**src/rtl/cmt_pkg.sv**
```systemverilog
// Types and constants for the cluster membership table.
package cmt_pkg;

    // Command codes
    localparam logic [2:0] CMD_PROP_ADD   = 3'd0;
    localparam logic [2:0] CMD_PROP_REM   = 3'd1;
    localparam logic [2:0] CMD_COMMIT_ADD = 3'd2;
    localparam logic [2:0] CMD_COMMIT_REM = 3'd3;
    localparam logic [2:0] CMD_QUERY      = 3'd4;

    // Status codes
    localparam logic [2:0] ST_OK          = 3'd0;
    localparam logic [2:0] ST_NOT_LEADER  = 3'd1;
    localparam logic [2:0] ST_INVALID     = 3'd2;
    localparam logic [2:0] ST_LOG_REFUSED = 3'd3;
    localparam logic [2:0] ST_FULL        = 3'd4;

    localparam int CFG_W  = 5;
    localparam int NODE_W = 8;
    localparam int SIZE_W = 5;

    typedef struct packed {
        logic [2:0]        cmd;
        logic [NODE_W-1:0] node_id;
        logic              is_leader;
        logic              log_ready;
    } t_in_item;

    typedef struct packed {
        logic [2:0]        status;
        logic              entry_valid;
        logic              entry_is_add;
        logic [NODE_W-1:0] entry_node;
        logic              is_member;
        logic [SIZE_W-1:0] cluster_size;
        logic              transitioning;
    } t_out_item;

    typedef enum logic [1:0] {
        S_IDLE,
        S_LOAD,
        S_EXEC,
        S_FINISH
    } t_state;

    // Controller to datapath
    typedef struct packed {
        logic capture;
        logic load;
        logic exec;
        logic finish;
    } t_dp_cmd;

    // Datapath to controller
    typedef struct packed {
        logic loaded;
        logic out_free;
    } t_dp_stat;

endpackage

```
**src/rtl/cmt_datapath.sv**
```systemverilog
// Membership table, pending change, request checks and result register.
module cmt_datapath #(
    parameter int MAX_NODES = 16,
    parameter int ID_BITS   = 8
) (
    input  logic                        i_clk,
    input  logic                        i_rst_n,
    input  logic                        i_cfg_we,
    input  logic [cmt_pkg::CFG_W-1:0]   i_cfg_data,
    input  cmt_pkg::t_in_item           i_in_data,
    input  cmt_pkg::t_dp_cmd            i_cmd,
    output cmt_pkg::t_dp_stat           o_stat,
    output logic                        o_out_valid,
    input  logic                        i_out_stall,
    output cmt_pkg::t_out_item          o_out_data
);

    localparam int IdW  = (ID_BITS < cmt_pkg::NODE_W) ? ID_BITS : cmt_pkg::NODE_W;
    localparam int CntW = $clog2(MAX_NODES + 1);

    logic [IdW-1:0]           r_tbl [MAX_NODES];
    logic [IdW-1:0]           n_tbl [MAX_NODES];
    logic [CntW-1:0]          r_count, n_count;
    logic                     r_loaded, n_loaded;
    logic                     r_pend_valid, n_pend_valid;
    logic [IdW-1:0]           r_pend_id, n_pend_id;
    logic                     r_pend_add, n_pend_add;
    logic [cmt_pkg::CFG_W-1:0] r_init_count;

    logic [2:0]               r_cmd;
    logic [IdW-1:0]           r_id;
    logic                     r_leader;
    logic                     r_log_ok;

    logic [2:0]               r_status, n_status;
    logic                     r_ev, n_ev;
    logic                     r_eadd, n_eadd;

    logic                     r_out_valid;
    cmt_pkg::t_out_item       r_out;

    logic [MAX_NODES-1:0]     w_match;
    logic [MAX_NODES-1:0]     w_after;
    logic                     w_present;
    logic [CntW-1:0]          w_load_n;
    logic [CntW:0]            w_size;

    // Parallel compare against the live part of the table
    always_comb begin
        for (int i = 0; i < MAX_NODES; i++) begin
            w_match[i] = (CntW'(i) < r_count) && (r_tbl[i] == r_id);
        end
        w_present = |w_match;
    end

    // Entries at or after the first match
    always_comb begin
        for (int i = 0; i < MAX_NODES; i++) begin
            w_after[i] = 1'b0;
            for (int j = 0; j <= i; j++) begin
                w_after[i] = w_after[i] | w_match[j];
            end
        end
    end

    always_comb begin
        if (32'(r_init_count) > MAX_NODES) begin
            w_load_n = CntW'(MAX_NODES);
        end else begin
            w_load_n = CntW'(r_init_count);
        end
    end

    always_comb begin
        n_tbl        = r_tbl;
        n_count      = r_count;
        n_loaded     = r_loaded;
        n_pend_valid = r_pend_valid;
        n_pend_id    = r_pend_id;
        n_pend_add   = r_pend_add;
        n_status     = r_status;
        n_ev         = r_ev;
        n_eadd       = r_eadd;

        if (i_cmd.load) begin
            for (int i = 0; i < MAX_NODES; i++) begin
                if (CntW'(i) < w_load_n) begin
                    n_tbl[i] = IdW'(i);
                end
            end
            n_count  = w_load_n;
            n_loaded = 1'b1;
        end

        if (i_cmd.exec) begin
            n_status = cmt_pkg::ST_OK;
            n_ev     = 1'b0;
            n_eadd   = 1'b0;
            priority case (r_cmd)
                cmt_pkg::CMD_PROP_ADD, cmt_pkg::CMD_PROP_REM: begin
                    priority if (!r_leader) begin
                        n_status = cmt_pkg::ST_NOT_LEADER;
                    end else if ((r_cmd == cmt_pkg::CMD_PROP_ADD) == w_present) begin
                        n_status = cmt_pkg::ST_INVALID;
                    end else if (r_pend_valid) begin
                        n_status = cmt_pkg::ST_INVALID;
                    end else if (!r_log_ok) begin
                        n_status = cmt_pkg::ST_LOG_REFUSED;
                    end else begin
                        n_ev         = 1'b1;
                        n_eadd       = (r_cmd == cmt_pkg::CMD_PROP_ADD);
                        n_pend_valid = 1'b1;
                        n_pend_id    = r_id;
                        n_pend_add   = (r_cmd == cmt_pkg::CMD_PROP_ADD);
                    end
                end
                cmt_pkg::CMD_COMMIT_ADD: begin
                    if (32'(r_count) < MAX_NODES) begin
                        for (int i = 0; i < MAX_NODES; i++) begin
                            if (r_count == CntW'(i)) begin
                                n_tbl[i] = r_id;
                            end
                        end
                        n_count = r_count + CntW'(1);
                    end else begin
                        n_status = cmt_pkg::ST_FULL;
                    end
                    n_pend_valid = 1'b0;
                    n_pend_id    = '0;
                    n_pend_add   = 1'b0;
                end
                cmt_pkg::CMD_COMMIT_REM: begin
                    // Close the gap: every entry from the match up to the second-to-last takes its upper neighbor
                    if (w_present) begin
                        for (int i = 0; i < MAX_NODES - 1; i++) begin
                            if (w_after[i]) begin
                                n_tbl[i] = r_tbl[i+1];
                            end
                        end
                        n_count = r_count - CntW'(1);
                    end
                    n_pend_valid = 1'b0;
                    n_pend_id    = '0;
                    n_pend_add   = 1'b0;
                end
                cmt_pkg::CMD_QUERY: begin
                    n_status = cmt_pkg::ST_OK;
                end
                default: begin
                    n_status = cmt_pkg::ST_INVALID;
                end
            endcase
        end
    end

    assign w_size = {1'b0, r_count} + (CntW+1)'(r_pend_valid && r_pend_add);

    always_ff @(posedge i_clk) begin
        r_tbl    <= n_tbl;
        r_status <= n_status;
        r_ev     <= n_ev;
        r_eadd   <= n_eadd;
        if (i_cmd.capture) begin
            r_cmd    <= i_in_data.cmd;
            r_id     <= IdW'(i_in_data.node_id);
            r_leader <= i_in_data.is_leader;
            r_log_ok <= i_in_data.log_ready;
        end
        if (i_cmd.finish) begin
            r_out.status        <= r_status;
            r_out.entry_valid   <= r_ev;
            r_out.entry_is_add  <= r_eadd;
            r_out.entry_node    <= r_ev ? cmt_pkg::NODE_W'(r_id) : '0;
            r_out.is_member     <= w_present ||
                                   (r_pend_valid && r_pend_add && (r_pend_id == r_id));
            r_out.cluster_size  <= cmt_pkg::SIZE_W'(w_size);
            r_out.transitioning <= r_pend_valid;
        end
    end

    always_ff @(posedge i_clk) begin
        if (!i_rst_n) begin
            r_count      <= '0;
            r_loaded     <= 1'b0;
            r_pend_valid <= 1'b0;
            r_pend_id    <= '0;
            r_pend_add   <= 1'b0;
            r_init_count <= cmt_pkg::CFG_W'(3);
            r_out_valid  <= 1'b0;
        end else begin
            r_count      <= n_count;
            r_loaded     <= n_loaded;
            r_pend_valid <= n_pend_valid;
            r_pend_id    <= n_pend_id;
            r_pend_add   <= n_pend_add;
            if (i_cfg_we) begin
                r_init_count <= i_cfg_data;
            end
            if (i_cmd.finish) begin
                r_out_valid <= 1'b1;
            end else if (!i_out_stall) begin
                r_out_valid <= 1'b0;
            end
        end
    end

    assign o_stat.loaded   = r_loaded;
    assign o_stat.out_free = !r_out_valid || !i_out_stall;
    assign o_out_valid     = r_out_valid;
    assign o_out_data      = r_out;

endmodule

```
**src/rtl/cmt_controller.sv**
```systemverilog
// Sequencing state machine: accept, load, execute, publish.
module cmt_controller (
    input  logic               i_clk,
    input  logic               i_rst_n,
    input  logic               i_in_valid,
    output logic               o_in_stall,
    input  cmt_pkg::t_dp_stat  i_stat,
    output cmt_pkg::t_dp_cmd   o_cmd
);

    cmt_pkg::t_state r_state, n_state;

    always_ff @(posedge i_clk) begin
        if (!i_rst_n) begin
            r_state <= cmt_pkg::S_IDLE;
        end else begin
            r_state <= n_state;
        end
    end

    always_comb begin
        n_state    = r_state;
        o_cmd      = '0;
        o_in_stall = 1'b1;
        unique case (r_state)
            cmt_pkg::S_IDLE: begin
                o_in_stall = 1'b0;
                if (i_in_valid) begin
                    o_cmd.capture = 1'b1;
                    n_state = i_stat.loaded ? cmt_pkg::S_EXEC : cmt_pkg::S_LOAD;
                end
            end
            cmt_pkg::S_LOAD: begin
                o_cmd.load = 1'b1;
                n_state    = cmt_pkg::S_EXEC;
            end
            cmt_pkg::S_EXEC: begin
                o_cmd.exec = 1'b1;
                n_state    = cmt_pkg::S_FINISH;
            end
            cmt_pkg::S_FINISH: begin
                // Hold until the result register can take a new transaction
                if (i_stat.out_free) begin
                    o_cmd.finish = 1'b1;
                    n_state      = cmt_pkg::S_IDLE;
                end
            end
            default: begin
                n_state = cmt_pkg::S_IDLE;
            end
        endcase
    end

endmodule

```
**src/rtl/cluster_membership_table.sv**
```systemverilog
// Top level of the cluster membership table.
// Cluster membership table: holds up to MAX_NODES voting node ids and at most
// one pending single-node change. Each input transaction yields exactly one
// result transaction. The first transaction after reset loads ids 0 upward,
// initial_node_count of them (capped at MAX_NODES), into the table. A proposal
// is checked for leadership, membership, an already pending change and log
// readiness, in that order; when it passes, a log entry is emitted and the
// change is marked pending. A commit appends the id (dropped with status full
// when the table is full) or removes the first match and closes the gap; both
// clear the pending change. Timing: the result register is written in the
// publish step after the capture and execute steps (with the table load
// step between them for the first transaction after reset), and the input
// opens again in the cycle after that write; the controller walks capture,
// load, execute and publish with the single shared compare array; one
// transaction is in flight at a time. The result register lets the next
// transaction be accepted while the previous result is still stalled;
// publishing waits until that register frees up.
// Write initial_node_count only while the block is idle; it takes effect at
// the first transaction after reset.
module cluster_membership_table #(
    parameter int MAX_NODES = 16,
    parameter int ID_BITS   = 8
) (
    input  logic                       i_clk,
    input  logic                       i_rst_n,
    input  logic                       i_cfg_we,
    input  logic [cmt_pkg::CFG_W-1:0]  i_cfg_data,
    input  logic                       i_in_valid,
    output logic                       o_in_stall,
    input  cmt_pkg::t_in_item          i_in_data,
    output logic                       o_out_valid,
    input  logic                       i_out_stall,
    output cmt_pkg::t_out_item         o_out_data
);

    cmt_pkg::t_dp_cmd  w_cmd;
    cmt_pkg::t_dp_stat w_stat;

    cmt_controller u_ctrl (
        .i_clk      (i_clk),
        .i_rst_n    (i_rst_n),
        .i_in_valid (i_in_valid),
        .o_in_stall (o_in_stall),
        .i_stat     (w_stat),
        .o_cmd      (w_cmd)
    );

    cmt_datapath #(
        .MAX_NODES (MAX_NODES),
        .ID_BITS   (ID_BITS)
    ) u_dp (
        .i_clk       (i_clk),
        .i_rst_n     (i_rst_n),
        .i_cfg_we    (i_cfg_we),
        .i_cfg_data  (i_cfg_data),
        .i_in_data   (i_in_data),
        .i_cmd       (w_cmd),
        .o_stat      (w_stat),
        .o_out_valid (o_out_valid),
        .i_out_stall (i_out_stall),
        .o_out_data  (o_out_data)
    );

endmodule

```
**config.mk**
```make
export PLATFORM = sky130hd
export DESIGN_NAME = cluster_membership_table
export DESIGN_NICKNAME = d
export VERILOG_FILES = /design/src/rtl/cmt_pkg.sv /design/src/rtl/cmt_datapath.sv /design/src/rtl/cmt_controller.sv /design/src/rtl/cluster_membership_table.sv
export SDC_FILE = /design/constraint.sdc
export NUM_CORES = 1
export LEC_CHECK = 0
export ABC_AREA = 1
export BUFFER_PORTS_ARGS = -buffer_cell sky130_fd_sc_hd__buf_2
export CAP_MARGIN = 20
export CORE_ASPECT_RATIO = 0.6
export CORE_MARGIN = 1
export CORE_UTILIZATION = 50
export CTS_CLUSTER_DIAMETER = 120
export DETAILED_ROUTE_END_ITERATION = 8
export PLACE_DENSITY = 0.66
export SETUP_SLACK_MARGIN = 0.4
export SLEW_MARGIN = 20
export SYNTH_ARGS = -nofsm -noshare
export SYNTH_HDL_FRONTEND = slang
export SYNTH_SLANG_ARGS = --single-unit
```
**constraint.sdc**
```tcl
create_clock -name i_clk -period 5.25 [get_ports i_clk]
set_input_delay 0.2625 -clock i_clk [delete_from_list [all_inputs] [get_ports i_clk]]
set_output_delay 0.2625 -clock i_clk [all_outputs]
set_load 0.01 [all_outputs]
```
# [Yosys cells after proc, flatten, opt, wreduce, memory -nomap -nowiden]
# Cells that the tools add are included.
[word_totals] reg_bits=190 latch_bits=0 ramBits=0 mem_bits_ro=0 input_bits=23 out_inout_bits=22 wordCells=267 n_memories=0
[classes] n_addsub=3 multipliers=0 n_div=0 order_cmp=34 eq_ne=47 shift=0 n_mux=93 bitwise_logic=17 n_reduce_logical=35
[ops] op="$mux W8" n=52
[ops] op="$mux W128" n=3
[ops] op="$pmux W120 S2" n=1
[ops] op="$eq A8 B8 Y1" n=17
[ops] op="$mux W120" n=1
[ops] op="$lt A4 B5 Y1 const A" n=16
[ops] op="$eq A5 B4 Y1 const B" n=8
[ops] op="$lt A3 B5 Y1 const A" n=8
[ops] op="$mux W5" n=5
[ops] op="$eq A5 B3 Y1 const B" n=4
[ops] op="$lt A1 B5 Y1 const A" n=4
[ops] op="$lt A2 B5 Y1 const A" n=4
[ops] op="$logic_and A1 B1 Y1" n=18
[ops] op="$mux W1" n=17
[ops] op="$pmux W8 S2" n=1
[ops] op="$reduce_or A16 Y1" n=1
[ops] op="$or A1 B1 Y1" n=14
[ops] op="$mux W3" n=4
[ops] op="$eq A5 B2 Y1 const B" n=2
[ops] op="$pmux W5 S2" n=1
[ops] op="$pmux W3 S3" n=1
[ops] op="$mux W2" n=4
[ops] op="$ne A2 B1 Y1 const B" n=4
[ops] op="$pmux W2 S4" n=1
[ops] op="other kinds (27)" n=38

# [Logic depth before layout (Yosys ltp)]
# Gate-level depths: netlist (run 1).
[logic_depth] word_depth=20 ltp_mapped=20 mapped_depth_nobuf=18

# [Cells and area by module]
# A second synthesis (run 1) with hierarchy kept.
[hier_totals] hier_cells=2317 hier_area_um2=14058.5
[modules_own_cells] mod="cmt_datapath" n_inst=1 cells_per_inst=2284 area_each_um2=13852.0 seq_area_each_um2=4144.0
[modules_own_cells] mod="cmt_controller" n_inst=1 cells_per_inst=33 area_each_um2=206.4 seq_area_each_um2=40.0

# [Worst setup path before layout (run 1)]
# No wires, ideal clock.
[synth_timing] path_kind="register -> register" start="register u_ctrl.r_state[1]" end="register u_dp.r_tbl[109] (netlist bit)" setup_time_ns=0.074 arrival_time_ns=2.066 t_required_ns=5.176 setup_slack_ns=3.109 path_stages_with_launch=15 path_buffers=1 synth_period_minus_slack_ns=2.141 cell_sequence="dfxtp_1 inv_1 ha_1 inv_1 nor2_1 nor2_1 clkinv_1 nand2_1 clkbuf_1 nand2_1 a21oi_1 o21ai_0 o21ai_0 nand2_1 o21ai_0"
[synth_rtl] item="from (decl)" line_no="cmt_controller.sv:11" source="cmt_pkg::t_state r_state, n_state;"
[synth_rtl] item="from (signal assigned)" line_no="cmt_controller.sv:15" source="r_state <= cmt_pkg::S_IDLE;"
[synth_rtl] item="from (signal assigned)" line_no="cmt_controller.sv:17" source="r_state <= n_state;"
[synth_rtl] item="to (signal assigned)" line_no="cmt_datapath.sv:159" source="r_tbl <= n_tbl;"
[synth_rtl] item="to (decl)" line_no="cmt_datapath.sv:21" source="logic [IdW-1:0] r_tbl [MAX_NODES];"

==> results of run 1 <==
==> what timing repair did <==
item                      4_1_cts  5_1_grt
resized for setup               0        0
hold endpoints to repair       13        0
hold buffers                   13        0
==> layout by cell type, fill, tap and decap left out, types with 21 or more instances in the layout <==
cell type / instances
xnor2_1: 45
o21ai_1: 21
edfxtp_1: 38
nand2_1: 858
o211ai_1: 52
dfxtp_1: 152
nand3_1: 78
inv_1: 238
buf_2: 44
a21oi_1: 121
nor2_1: 261
o21ai_0: 203
nand4_1: 34
o22ai_1: 32
==> registers in the layout (all words and copies together), names as in the netlist <==
name               count
u_dp.r_cmd             3
u_dp.r_count           5
u_dp.r_ev              1
u_dp.r_tbl           128
u_dp.r_id              8
u_dp.r_status          3
u_dp.r_loaded          1
u_dp.r_leader          1
u_dp.o_out_valid       1
u_dp.r_eadd            1
u_dp.r_pend_id         8
u_dp.r_pend_valid      1
u_dp.r_log_ok          1
u_dp.r_pend_add        1
u_ctrl.r_state         2
u_dp.r_init_count      5
u_dp.o_out_data       20
==> through the flow <==
stage               power, W  utilization (%)  cell area [sq um]  setup WS [ps]
finish               0.00665             54.4              15000           1410
global placement     0.00515             51.8              14300           1550
detailed placement   0.00522             51.8              14300           1480
global route         0.00707             54.4              15000           1050
floorplan            0.00437                -              14100           3110
CTS                  0.00657             54.4              15000           1450
==> power groups by stage <==
stage	combinational, W	clock [W]	sequential (W)
after floorplan	0.00231	0	0.00206
after global placement	0.00298	0	0.00218
after detailed placement	0.00303	0	0.00218
after CTS	0.00305	0.00136	0.00215
after global routing	0.00346	0.00141	0.00220
final	0.00314	0.00135	0.00217
==> cell families after synthesis <==
group	count (synthesis)	share of synthesized area (%)
buf+inv	394	11.6
compound gates	449	17.6
flops	190	29.6
xor+xnor	57	3.54
fa+ha+maj	12	1.06
simple gates	1271	36.6
==> worst max-delay path: stages (launching register included) <==
cell      delay [ps]
edfxtp_1        1080
inv_2            450
nand2_1          150
nand2_1           60
nand2_1           60
nor2_1            40
nand3_1          160
nand2_1           70
nor2_1           230
nand2_4          230
nor2_8           450
nand2_2          290
nand2_1          120
nand2_1           50
o21ai_0          170
nand2_1           60
nand2_1           70
==> cell type report <==
cell class / instances / area, sq um
inverter: 264 / 995
clock inverter: 14 / 146
clock buffer: 18 / 429
fill: 2810 / 12600
multi-input combinational: 1789 / 8340
tap: 367 / 459
timing repair buffer: 74 / 478
sequential: 190 / 4180
==> per-layer routing <==
layer	vias up	share of wire, %	GRT usage, %
met3	70	10	6.51
li1	7480	-	-
met4	0	1.5	7.18
met1	6971	46	49.7
met5	-	0	0
met2	782	42	48.4
==> path summary, 6_finish.rpt <==
kind,slack [ps],endpoint,from
setup / recovery,1410,u_dp.r_tbl[25]$_DFF_P_,u_dp.r_id[1]$_DFFE_PP_
hold / removal,20,u_dp.r_init_count[1]$_SDFFE_PN1P_,i_cfg_data[1]
setup reg to reg,1410,u_dp.r_tbl[25]$_DFF_P_,u_dp.r_id[1]$_DFFE_PP_
hold reg to reg,420,u_dp.o_out_data[18]$_DFFE_PP_,u_dp.r_status[1]$_DFFE_PP_
==> impl_metrics.json, run 1 <==
{
  "fin_hold_ws_ps": 18.0,
  "final.setup.tns_ps": 0,
  "diodes": 0,
  "dr_total_vias": 15303,
  "reg2reg_depth": 16,
  "critPathKind": "reg -> reg",
  "seqPwrFrac_pct": 32.6,
  "maxCapViolCount": 0,
  "nets": 2371,
  "hold_class": "in -> reg",
  "rows": 47,
  "cts_tree": "yes",
  "async_flop_share_pct": 0,
  "syn2layout_area_growth_pct": 6.51,
  "swShare_pct": 48.5,
  "dieArea_sq_mm": 0.0289,
  "rsz0062_at_grt": "no",
  "wire_per_inst_microns": 17.7,
  "drt_iter0_drc": 2179,
  "critPathMaxFanout": 33,
  "placedCellCount": 2671,
  "p_int_w": 0.00342,
  "synth_largest_area_cell": "nand2_1",
  "synth_top_area_share_pct": 22.8,
  "drc": 0,
  "overflow": 0,
  "fmax_mhz": 261,
  "synth.avg_cell_area_sq_um": 5.95,
  "grt_max_degree": 93,
  "critPathRequiredTime_ps": 5670,
  "grt_pass1_vias": 13409,
  "coreArea_sq_mm": 0.0276,
  "stdcell_count": 2716,
  "final.min_clock_period_ps": 3840,
  "routed_wl_mm": 48.2,
  "synth_edf_count": 38,
  "ant_nets": 0,
  "max-slew-margin-rel_pct": 21.7,
  "synthesis.area_sq_mm": 0.0141,
  "cts_made_buffers": 17,
  "hpwl_mm": 30.6,
  "drive_gt1_share_pct": 6.17,
  "p_switching_w": 0.00323,
  "synth_commonest_cells": "nand2_1 (858), nor2_1 (264), inv_1 (239)",
  "clock_skew_ps": 13.6,
  "port_buffers": 44,
  "start_kind": "flip-flop",
  "setup_viol": 0,
  "status": "finished, final reports clean",
  "power.leakage_nw": 6.89,
  "grt_pass1_wl_mm": 74.7,
  "initial_utilization_pct": 51.1,
  "arrival_ps": 4260,
  "viasPerCell": 5.63,
  "netlist_instances": 2373,
  "synth.distinct_cells": 43,
  "tightest_slew_ps": 1170,
  "gp_congestion": 0.916,
  "finalCritPeriodShare_pct": 73.1,
  "endpoint_kind": "flip-flop",
  "clockPowerShare_pct": 20.2,
  "ys_top_cells_by_area": "nand2_1 (23%), dfxtp_1 (22%), edfxtp_1 (8.1%)",
  "die_h_microns": 132,
  "combinationalPowerShare_pct": 47.2,
  "finalHoldViolCount": 0,
  "min_path_cells": 3,
  "final-max-slew-violation-count": 0,
  "ir_drop_mv": 0.335,
  "root_buffer": "clkbuf_16",
  "ys_ff_latch": 190,
  "yosysWarnings": 0,
  "synth_nets": 2408,
  "die_w_microns": 219,
  "clock_path_buffers": 2,
  "cts-htree-levels": 4,
  "synth_top_flop_cell": "dfxtp_1",
  "dr.pass1.iters": 6,
  "track_usage_pct": 33.1,
  "ios": 45,
  "cts_sinks": 190,
  "post_cts_buffers": 0,
  "antenna_found_initial": 1,
  "cts.reportedPaths.clkPinSlew_ps": 80,
  "pwr_density_cell_mw_per_mm2": 442,
  "clock_latency_ps": 470,
  "synth.yosys.seq_area_share_pct": 29.6,
  "yosysMostFrequentCell": "nand2_1"
}
(Power assumes the default switching activity.)
==> inputs of run 2 (changes only) <==
--- a/config.mk
+++ b/config.mk
@@ -13,7 +13,7 @@
 export CORE_UTILIZATION = 50
 export CTS_CLUSTER_DIAMETER = 120
 export DETAILED_ROUTE_END_ITERATION = 8
-export PLACE_DENSITY = 0.66
+export PLACE_DENSITY = 0.69
 export SETUP_SLACK_MARGIN = 0.4
 export SLEW_MARGIN = 20
 export SYNTH_ARGS = -nofsm -noshare
==> constraint.sdc (replaced) <==
create_clock -name i_clk -period 3.1 [get_ports i_clk]
set_input_delay 0.155 -clock i_clk [delete_from_list [all_inputs] [get_ports i_clk]]
set_output_delay 0.155 -clock i_clk [all_outputs]
set_load 0.01 [all_outputs]
==> run 2 against run 1 <==
Effect of this change:
- register-to-register slack worse by 930 ps
- sequential cell count unchanged
- first-iteration DRC count grew 10%
- setup slack worse by 930 ps
- clock power is 67% higher
- largest cell class unchanged
==> impl_metrics.json, run 2 (same netlist as run 1, synthesis figures left out) <==
{
  "cts_sinks": 190,
  "tightest_slew_ps": 1100,
  "nets": 2469,
  "routed_wl_mm": 50.3,
  "met1_usage_pct": 52.4,
  "antenna_found_initial": 0,
  "top_register": "u_dp.r_tbl",
  "cts_made_buffers": 17,
  "stdcell_count": 2814,
  "initial_utilization_pct": 51.1,
  "final.min_clock_period_ps": 2620,
  "dr_total_vias": 16006,
  "met2_usage_pct": 47.8,
  "root_buffer": "clkbuf_16",
  "final-max-slew-violation-count": 0,
  "layout_commonest_cell": "nand2_1",
  "cts-htree-levels": 4,
  "final.setup.tns_ps": 0,
  "critPathMaxFanout": 15,
  "status": "finished, final reports clean",
  "die_w_microns": 219,
  "fmax_mhz": 382,
  "hold_class": "in -> reg",
  "finalCritPeriodShare_pct": 84.4,
  "layout_common_cells": "nand2_1 (853), nor2_1 (251), inv_1 (233)",
  "port_buffers": 44,
  "track_usage_pct": 34.4,
  "placedCellCount": 2725,
  "diodes": 0,
  "drc": 0,
  "ant_nets": 0,
  "ir_drop_mv": 0.510,
  "clock_skew_ps": 12.8,
  "die_h_microns": 132,
  "cts_tree": "yes",
  "fin_hold_ws_ps": 60.8,
  "grt_pass1_wl_mm": 77.4,
  "pwr_density_cell_mw_per_mm2": 736,
  "maxCapViolCount": 0,
  "critPathKind": "reg -> reg",
  "clock_latency_ps": 480,
  "drive_gt1_share_pct": 10.7,
  "setup_viol": 0,
  "use_met3_pct": 8.00,
  "endpoint_kind": "flip-flop",
  "wire_per_inst_microns": 17.9,
  "dr.pass1.iters": 8,
  "grt.busiest_layer": "met1",
  "hpwl_mm": 33.6,
  "critPathRequiredTime_ps": 3470,
  "max-slew-margin-rel_pct": 26.9,
  "power.leakage_nw": 7.40,
  "ios": 45,
  "viasPerCell": 5.69,
  "grt_pass1_vias": 14090,
  "clock_path_buffers": 2,
  "finalHoldViolCount": 0,
  "start_kind": "flip-flop",
  "rows": 47,
  "grt_max_degree": 72,
  "cts.reportedPaths.clkPinSlew_ps": 80,
  "overflow": 0,
  "coreArea_sq_mm": 0.0276,
  "arrival_ps": 2990,
  "drt_iter0_drc": 2403,
  "dieArea_sq_mm": 0.0289,
  "gp_congestion": 0.965,
  "final_util_pct": 58.4,
  "rsz0062_at_grt": "yes",
  "syn2layout_area_growth_pct": 14.4,
  "nFillCells": 2650,
  "largest_register_ff_count": 128
}
==> run 2: cell types whose count changed in the layout (fill, tap and decap cells not counted), sizes merged <==
cell,previous run,this run
clkinvlp,2,3
bufinv,1,0
buf,61,142
dlygate4sd3,13,27
nand3,86,88
inv,262,263
==> run 2: worst paths after layout <==
check	from	endpoint	slack (ps)	cells after the start
hold reg to reg	u_dp.r_status[2]$_DFFE_PP_	u_dp.o_out_data[19]$_DFFE_PP_	430	0
setup / recovery	u_dp.r_id[6]$_DFFE_PP_	u_dp.r_tbl[45]$_DFF_P_	480	16
setup reg to reg	u_dp.r_id[6]$_DFFE_PP_	u_dp.r_tbl[45]$_DFF_P_	480	16
hold / removal	i_cfg_we	u_dp.r_init_count[3]$_SDFFE_PN0P_	60	3
==> run 2: layout make-up <==
cell class | count | area, sq um | area share (%)
clock buffer | 17 | 425 | 2.64
clock inverter | 15 | 139 | 0.860
inverter | 264 | 1020 | 6.35
multi-input combinational | 1791 | 8540 | 52.9
sequential | 190 | 4190 | 26.0
tap | 367 | 459 | 2.84
timing repair buffer | 170 | 1360 | 8.44
==> run 2: per-layer routing <==
| metal | routed length [microns] | part of all wire [%] |
|---|---|---|
| met1 | 22600 | 45 |
| met2 | 20700 | 41 |
| met3 | 6250 | 12 |
| met4 | 756 | 1.5 |
| met5 | 0 | 0 |
==> run 2: worst max-delay path: stages, from the launching register on <==
cell	delay (ps)
edfxtp_1	510
buf_8	230
xnor2_1	150
nand2_1	90
nor2_2	50
nand3b_4	100
nand2_4	110
nor2_4	230
nand2_8	170
inv_4	150
nand2_4	120
nor2_4	230
nand2_1	90
nand3_1	90
nand2_1	50
nand2_1	60
nand2_1	70
==> run 2: timing repair <==
item	in CTS	in global routing
pin swaps	3	6
resized for setup	20	62
cloned	0	3
setup buffers	8	19
setup endpoints to repair	49	123
hold buffers	27	0
endpoints found under the hold margin	22	0
==> run 2: through the flow <==
stage	setup slack (ps)	instance area [sq um]	power [W]
3_5_place_dp	236	14700	0.00909
2_1_floorplan	959	14100	0.00741
6_report	483	16100	0.0119
3_3_place_gp	302	14700	0.00900
5_1_grt	327	16100	0.0126
4_1_cts	396	15700	0.0114
==> run 2: report_power, final <==
part,internal [W],leakage (nW),total (W),switching [W]
Combinational,0.00191,5.53,0.00598,0.00407
Sequential,0.00313,1.60,0.00365,0.000517
Clock,0.00107,0.276,0.00226,0.00119
Total,0.00611,7.40,0.0119,0.00578
